$ cat src/rtl/core/lifegen_pkg.sv
// lifegen_pkg: sizes, action and register codes, and the controller/datapath
// command and status types for the life automaton generation block
// no dependencies
package lifegen_pkg;

    // grid bounds
    localparam int MAX_WIDTH  = 64;
    localparam int MAX_HEIGHT = 64;

    // field widths
    localparam int ACTION_W    = 2;
    localparam int COORD_W     = 6;
    localparam int CFG_DATA_W  = 7;
    localparam int CFG_INDEX_W = 1;

    // row and column index widths
    localparam int ROW_W = $clog2(MAX_HEIGHT);
    localparam int COL_W = $clog2(MAX_WIDTH);

    // width that holds any register value and either grid bound
    localparam int MAX_DIM  = (MAX_WIDTH > MAX_HEIGHT) ? MAX_WIDTH : MAX_HEIGHT;
    localparam int CFG_MAX  = (1 << CFG_DATA_W) - 1;
    localparam int DIM_W    = $clog2(((MAX_DIM > CFG_MAX) ? MAX_DIM : CFG_MAX) + 1);

    // action codes; any other code only reads the cell
    localparam logic [ACTION_W-1:0] ACT_TOGGLE  = 2'd0;
    localparam logic [ACTION_W-1:0] ACT_ADVANCE = 2'd1;

    // register indexes
    localparam logic [CFG_INDEX_W-1:0] CFG_IDX_WIDTH  = 1'd0;
    localparam logic [CFG_INDEX_W-1:0] CFG_IDX_HEIGHT = 1'd1;

    // register reset values
    localparam logic [CFG_DATA_W-1:0] WIDTH_RESET  = 7'd64;
    localparam logic [CFG_DATA_W-1:0] HEIGHT_RESET = 7'd64;

    // b3/s23 neighbor counts
    localparam int NB_CNT_W = 4;
    localparam logic [NB_CNT_W-1:0] BIRTH_COUNT = 4'd3;
    localparam logic [NB_CNT_W-1:0] KEEP_COUNT  = 4'd2;

    // row memory read address source
    typedef enum logic [1:0] {
        ADDR_ITEM,
        ADDR_CNT,
        ADDR_CNT_P1,
        ADDR_CNT_P2
    } addr_sel_t;

    // controller to datapath commands
    typedef struct packed {
        logic      load;
        logic      rd_en;
        addr_sel_t addr_sel;
        logic      prime;
        logic      step;
        logic      finish;
    } dp_cmd_t;

    // datapath to controller status
    typedef struct packed {
        logic height_zero;
        logic last_row;
    } dp_stat_t;

endpackage

$ cat src/rtl/core/lifegen_ctrl.sv
// lifegen_ctrl: sequencer for item handling and the row sweep of a generation
// depends on lifegen_pkg
module lifegen_ctrl (
    input  logic                            clk,
    input  logic                            rst_n,
    input  logic                            item_valid,
    input  logic [lifegen_pkg::ACTION_W-1:0] item_action,
    output logic                            item_ready,
    output logic                            result_valid,
    input  logic                            result_ready,
    input  lifegen_pkg::dp_stat_t           stat,
    output lifegen_pkg::dp_cmd_t            cmd
);
    import lifegen_pkg::*;

    typedef enum logic [2:0] {
        IDLE,
        SW_FIRST,
        SW_SECOND,
        SW_RUN,
        RD_ISSUE,
        RD_DATA
    } state_t;

    state_t state_reg;
    state_t state_next;
    logic   out_valid_reg;
    logic   out_valid_next;

    assign item_ready   = (state_reg == IDLE);
    assign result_valid = out_valid_reg;

    // next state and commands
    always_comb
    begin
        cmd            = '0;
        state_next     = state_reg;
        out_valid_next = out_valid_reg && !result_ready;
        case (state_reg)
            IDLE:
            begin
                if (item_valid)
                begin
                    cmd.load = 1'b1;
                    if ((item_action == ACT_ADVANCE) && !stat.height_zero)
                    begin
                        state_next = SW_FIRST;
                    end
                    else
                    begin
                        state_next = RD_ISSUE;
                    end
                end
            end
            SW_FIRST:
            begin
                // fetch row 0
                cmd.rd_en    = 1'b1;
                cmd.addr_sel = ADDR_CNT;
                state_next   = SW_SECOND;
            end
            SW_SECOND:
            begin
                // row 0 arrives, fetch row 1
                cmd.prime    = 1'b1;
                cmd.rd_en    = 1'b1;
                cmd.addr_sel = ADDR_CNT_P1;
                state_next   = SW_RUN;
            end
            SW_RUN:
            begin
                // write one new row, fetch two rows ahead
                cmd.step     = 1'b1;
                cmd.rd_en    = 1'b1;
                cmd.addr_sel = ADDR_CNT_P2;
                if (stat.last_row)
                begin
                    state_next = RD_ISSUE;
                end
            end
            RD_ISSUE:
            begin
                cmd.rd_en    = 1'b1;
                cmd.addr_sel = ADDR_ITEM;
                state_next   = RD_DATA;
            end
            RD_DATA:
            begin
                // hold until the output register is free
                if (!out_valid_reg || result_ready)
                begin
                    cmd.finish     = 1'b1;
                    out_valid_next = 1'b1;
                    state_next     = IDLE;
                end
            end
            default:
            begin
                state_next = IDLE;
            end
        endcase
    end

    // state and output valid
    always_ff @(posedge clk or negedge rst_n)
    begin
        if (!rst_n)
        begin
            state_reg     <= IDLE;
            out_valid_reg <= 1'b0;
        end
        else
        begin
            state_reg     <= state_next;
            out_valid_reg <= out_valid_next;
        end
    end

endmodule

$ cat config.mk
export PLATFORM = sky130hd
export DESIGN_NAME = lifegen_ctrl
export DESIGN_NICKNAME = d
export VERILOG_FILES = /design/src/rtl/core/lifegen_pkg.sv /design/src/rtl/core/lifegen_ctrl.sv
export SDC_FILE = /design/constraint.sdc
export NUM_CORES = 1
export LEC_CHECK = 0
export BUFFER_PORTS_ARGS = -buffer_cell sky130_fd_sc_hd__buf_4
export CAP_MARGIN = 20
export CORE_AREA = 8 8 45 47
export CTS_CLUSTER_DIAMETER = 30
export DETAILED_ROUTE_END_ITERATION = 8
export DIE_AREA = 0 0 53 55
export GPL_ROUTABILITY_DRIVEN = 0
export PLACE_DENSITY = 0.54
export SLEW_MARGIN = 20
export SYNTH_ARGS = -nofsm -noshare
export SYNTH_HDL_FRONTEND = slang
export SYNTH_SLANG_ARGS = --single-unit
$ cat constraint.sdc
create_clock -name clk -period 2.8 [get_ports clk]
set_clock_uncertainty 0.1 [all_clocks]
set_input_delay 0.28 -clock clk [delete_from_list [all_inputs] [get_ports clk]]
set_output_delay 0.28 -clock clk [all_outputs]
set_load 0.01 [all_outputs]
==> results.cfg, run 1 <==
[layout]
synthToLayoutAreaGrowth_pct = 62.6
drive_above_1_share_pct = 44.7
nFillCells = 150
fin_cells = 63
multi_input_area_um2 = 153
largest_reg_flops = 3
num-nets-final = 57
n_antenna_cell = 0
final_util_pct = 31.0
register_area_um2 = 100

[timing]
setup_viol = 0
tns_ps = 0
slew_headroom_pct = 81.6
fmaxAchievable_mhz = 606
post-route-period-util_pct = 59.0
rsz0062_at_grt = false
setup_ws_ps = 1150
worst_pin_slew_ps = 276
fin_crit_ps = 1650
drv_slew = 0
hold_viol = 0
hold_ws_ps = 261

[placed_design]
dp_cells = 59
place_ws_ps = 1410
dp_hpwl_um = 616
portBuffers = 16

[grt]
grt_pass1_wl_um = 1160
met2_usage_pct = 8.01
grt_use_total_pct = 5.64
grt_use_met3_pct = 4.01
grt_max_degree = 9
antenna_found_initial = 0
top_usage_layer = met2
grt_overflow = 0
grt_pass1_vias = 274
grt_use_met1_pct = 5.81

[outcome]
status = finished, final reports clean

[yosys]
synth_seq_cells = 4
yosysWarnings = 0
ys_seq_area_share_pct = 37.9
synth_edf_count = 0
synth_cells = 28
synth_top_cell_by_area = dfrtp_1
synth_ff_type = dfrtp_1
synthArstFlopShare_pct = 100
syn_avg_cell_area_um2 = 9.43
synth_nets = 36
synth.area.top_cells = dfrtp_1, and2_1, o41ai_2
synth.distinct_cells = 20
synth_common_cells = and2_1, dfrtp_1, nor2_1, nor2b_1
synth_top_area_share_pct = 37.9
syn-cell-area_um2 = 264

[clock_tree]
clkLatencyLatePin_ps = 230
cts-root-buf = clkbuf_4
htree_levels = 1
cts.sinks = 4
clk_pin_slew_ps = 40
cts_tree = built
clock_path_buffers = 2
cts_made_buffers = 3
cts-resized-gates = 0

[setup_path]
end_kind = output port
worst_ep_arrival_time_ps = 1270
crit_fanout = 8
r2r-end = state_reg[0]
start_kind = register
timing.rr.start = state_reg[0]
reg2reg_setup_slack_ps = 1650
crit_type = register to output port
r2r_cells = 2
required_ps = 2420

[die]
std_cell_rows = 14
die_x_um = 53
die_h_um = 55
die-area_um2 = 2920
core_um2 = 1380
start_util_pct = 19.1
io_pins = 17

[pwr]
p_seq_share_pct = 27.1
vdd_drop_max_mv = 0.450
power.leakage_nw = 0.213
switching_power_mw = 0.181
powerDensity_nw_per_um2 = 1050
internal_power_mw = 0.271
comb_power_share_pct = 57.6
switching_share_pct = 40.1
clkPwrFrac_pct = 15.3

[drt]
drt-initial-drc-count = 4
vias = 264
drt_wl_total_um = 723
dr.pass1.iters = 3
wl_per_cell_um = 11.5
ant_nets = 0
drc = 0
viasPerCell = 4.19

[worst_hold_path]
hold_end = state_reg[2]
whs_path_depth = 3
hold_path.class = input pin to register
hp-start = item_action[1]

[job]
cap_violations = 0
## cell families after synthesis
| group | count (synthesis) | synth area share (%) |
|---|---|---|
| simple gates | 14 | 30.3 |
| compound gates | 7 | 24.2 |
| flops | 4 | 37.9 |
| buf+inv | 2 | 4.27 |
| xor+xnor | 1 | 3.32 |
## worst max-delay path: stages (launching register included)
cell	delay [ps]
dfrtp_1	490
and2b_1	210
nor3b_1	190
buf_4	150
## per-layer routing
metal,vias up,wire [um]
met2,8,377
met1,119,283
met3,0,62
met4,0,0
li1,137,-
met5,-,0
## timing repair
| item | in CTS | in global routing |
|---|---|---|
| hold buffers | 1 | 0 |
| setup buffers | 0 | 0 |
| hold endpoints to repair | 4 | 0 |
## through the flow
step / power [mW] / area [um2]
6_report: 0.452 / 429
5_1_grt: 0.498 / 429
4_1_cts: 0.463 / 429
3_5_place_dp: 0.387 / 397
3_3_place_gp: 0.387 / 397
2_1_floorplan: 0.277 / 264
## power by group through the flow
stage               registers, mW  clock network (mW)  logic (mW)
finish                      0.123              0.0694       0.260
floorplan                   0.103                   0       0.173
CTS                         0.122              0.0738       0.267
global placement            0.121                   0       0.265
global route                0.127              0.0806       0.290
detailed placement          0.123                   0       0.264
## area by class of cell
| type | count | area share, % |
|---|---|---|
| flip-flops and latches | 4 | 23.3 |
| repair buffers | 17 | 30.3 |
| well taps | 16 | 4.66 |
| multi-input cells | 22 | 35.6 |
| clock buffers | 3 | 5.25 |
| inverters | 1 | 0.875 |
## worst max-delay path by stage
stage                  from     end  slack (ps)
5_1_grt        state_reg[2]  cmd[6]        1040
6_report       state_reg[2]  cmd[0]        1150
3_5_place_dp   state_reg[1]  cmd[0]        1410
2_1_floorplan  state_reg[2]  cmd[6]        1350
4_1_cts        state_reg[2]  cmd[6]        1150
3_3_place_gp   state_reg[1]  cmd[0]        1390
## placed cells by master, fill, tap and decap left out
cell / instances
a211oi_1: 1
a21o_1: 1
a21oi_1: 1
and2_1: 4
and2b_1: 1
buf_4: 16
clkbuf_4: 3
dfrtp_1: 4
dlygate4sd3_1: 1
inv_1: 1
nand2_1: 1
nand2b_1: 1
nand3_1: 1
nor2_1: 2
nor2b_1: 2
nor3_1: 1
nor3b_1: 1
o21ai_2: 1
o21ba_1: 1
o221ai_1: 1
o41ai_2: 1
xnor2_1: 1
(Power assumes the default switching activity.)
==> run 2, diff against run 1 <==
PLACE_DENSITY = 0.55   (was 0.54)
clock period = 1.3 ns   (was 2.8 ns; I/O delays follow)
==> results.cfg, run 2 (synthesized netlist as in run 1, its figures left out) <==
[drt]
drt_wl_total_um = 802
dr.pass1.iters = 2
drc = 0
vias = 289
wl_per_cell_um = 11.6
viasPerCell = 4.19
drt-initial-drc-count = 4
ant_nets = 0

[setup_path]
start_kind = register
required_ps = 1070
cpLargestDelayFamily = simple AND/OR/NAND/NOR gates
max_stage_delay_ps = 410
worst_ep_arrival_time_ps = 1180
crit_fanout = 6
path_cells = nor2b_1 > and2_1 > buf_4
end_kind = output port
worst-path-buf-inv = 1
crit_type = register to output port
slowest_stage = dfrtp_2

[placed_design]
dp_hpwl_um = 598
place_area_um2 = 412
portBuffers = 16
dp_cells = 61

[clock_tree]
cts_made_buffers = 3
cts_tree = built
cts.sinks = 4
clkLatencyLatePin_ps = 230
clk_pin_slew_ps = 40
clock_path_buffers = 2
htree_levels = 1
cts-root-buf = clkbuf_4

[die]
core_um2 = 1380
die-area_um2 = 2920
start_util_pct = 19.1
io_pins = 17
std_cell_rows = 14
die_h_um = 55
die_x_um = 53

[timing]
slew_headroom_pct = 80.0
rsz0062_at_grt = true
fmaxAchievable_mhz = 707
setup_viol = 6
tns_ps = -403
hold_viol = 0
worst_pin_slew_ps = 299
drv_slew = 0
setup_ws_ps = -114
fin_crit_ps = 1410
post-route-period-util_pct = 109
hold_ws_ps = 106

[grt]
met2_usage_pct = 8.01
antenna_found_initial = 0
top_usage_layer = met2
grt_pass1_vias = 288
grt_use_met3_pct = 3.48
grt_overflow = 0
grt_use_met1_pct = 5.68
grt_use_total_pct = 5.65
grt_pass1_wl_um = 1190
grt_max_degree = 8

[layout]
final_util_pct = 36.3
final_common_cell = buf_4
n_antenna_cell = 0
drive_above_1_share_pct = 64.2
stdcell_area_um2 = 503
synthToLayoutAreaGrowth_pct = 90.5
fin_cells = 69
final_cell_mix = buf_4, and2_1, clkbuf_4
num-nets-final = 63
largest_reg_flops = 3

[outcome]
violations = negative setup slack
status = finished with violations

[pwr]
vdd_drop_max_mv = 0.722
powerDensity_nw_per_um2 = 2350
power.leakage_nw = 0.250

[job]
cap_violations = 0

[worst_hold_path]
hold_path.class = input pin to register
==> run 2: cell types whose count changed in the layout (fill, tap and decap cells not counted), sizes merged <==
cell  delta
buf      +6
==> run 2: layout make-up <==
type	instances	area, um2
clock buffers	3	22.5
fillers	142	881
inverters	1	6.26
multi-input cells	22	173
flip-flops and latches	4	103
well taps	16	20.0
repair buffers	23	179
==> run 2: worst register-to-register path, cell delays in order, from the launching register on <==
cell and delay [ps]:
dfrtp_2 410, and2b_1 200, buf_4 120, buf_4 130
o21ai_2 70, o41ai_2 90
==> run 2: layer usage <==
metal / vias up / wire [um]
met3: 0 / 73
met1: 130 / 291
met5: - / 0
met4: 0 / 0
met2: 10 / 437
li1: 149 / -
==> run 2: repair_timing <==
| action | in CTS | in global routing |
|---|---|---|
| pin swaps | 0 | 1 |
| endpoints found under the setup margin | 7 | 8 |
| resized for setup | 8 | 1 |
| hold endpoints to repair | 4 | 0 |
| buffers inserted | 3 | 1 |
| hold buffers | 1 | 0 |
==> run 2: power breakdown <==
part / switching [mW] / internal, mW
Clock: 0.0515 / 0.103
Combinational: 0.324 / 0.442
Sequential: 0.0774 / 0.186
==> run 2: worst paths after layout <==
kind / start / to / slack [ps] / cells after the start
min reg2reg: state_reg[0] / result_valid / 480 / 1
max: state_reg[1] / cmd[2] / -110 / 3
min in group asynchronous: rst_n / state_reg[1] / 130 / 2
max in group asynchronous: rst_n / state_reg[0] / 860 / 2
max reg2reg: state_reg[1] / state_reg[0] / 60 / 5
min: item_action[1] / state_reg[2] / 110 / 3
==> run 2: per-stage QoR <==
| stage | worst slack [ps] | power, mW |
|---|---|---|
| 6_report | -114 | 1.18 |
| 5_1_grt | -185 | 1.28 |
| 4_1_cts | -115 | 1.15 |
| 3_5_place_dp | 95.7 | 0.875 |
| 3_3_place_gp | 111 | 0.879 |
| 2_1_floorplan | 2.32 | 0.596 |
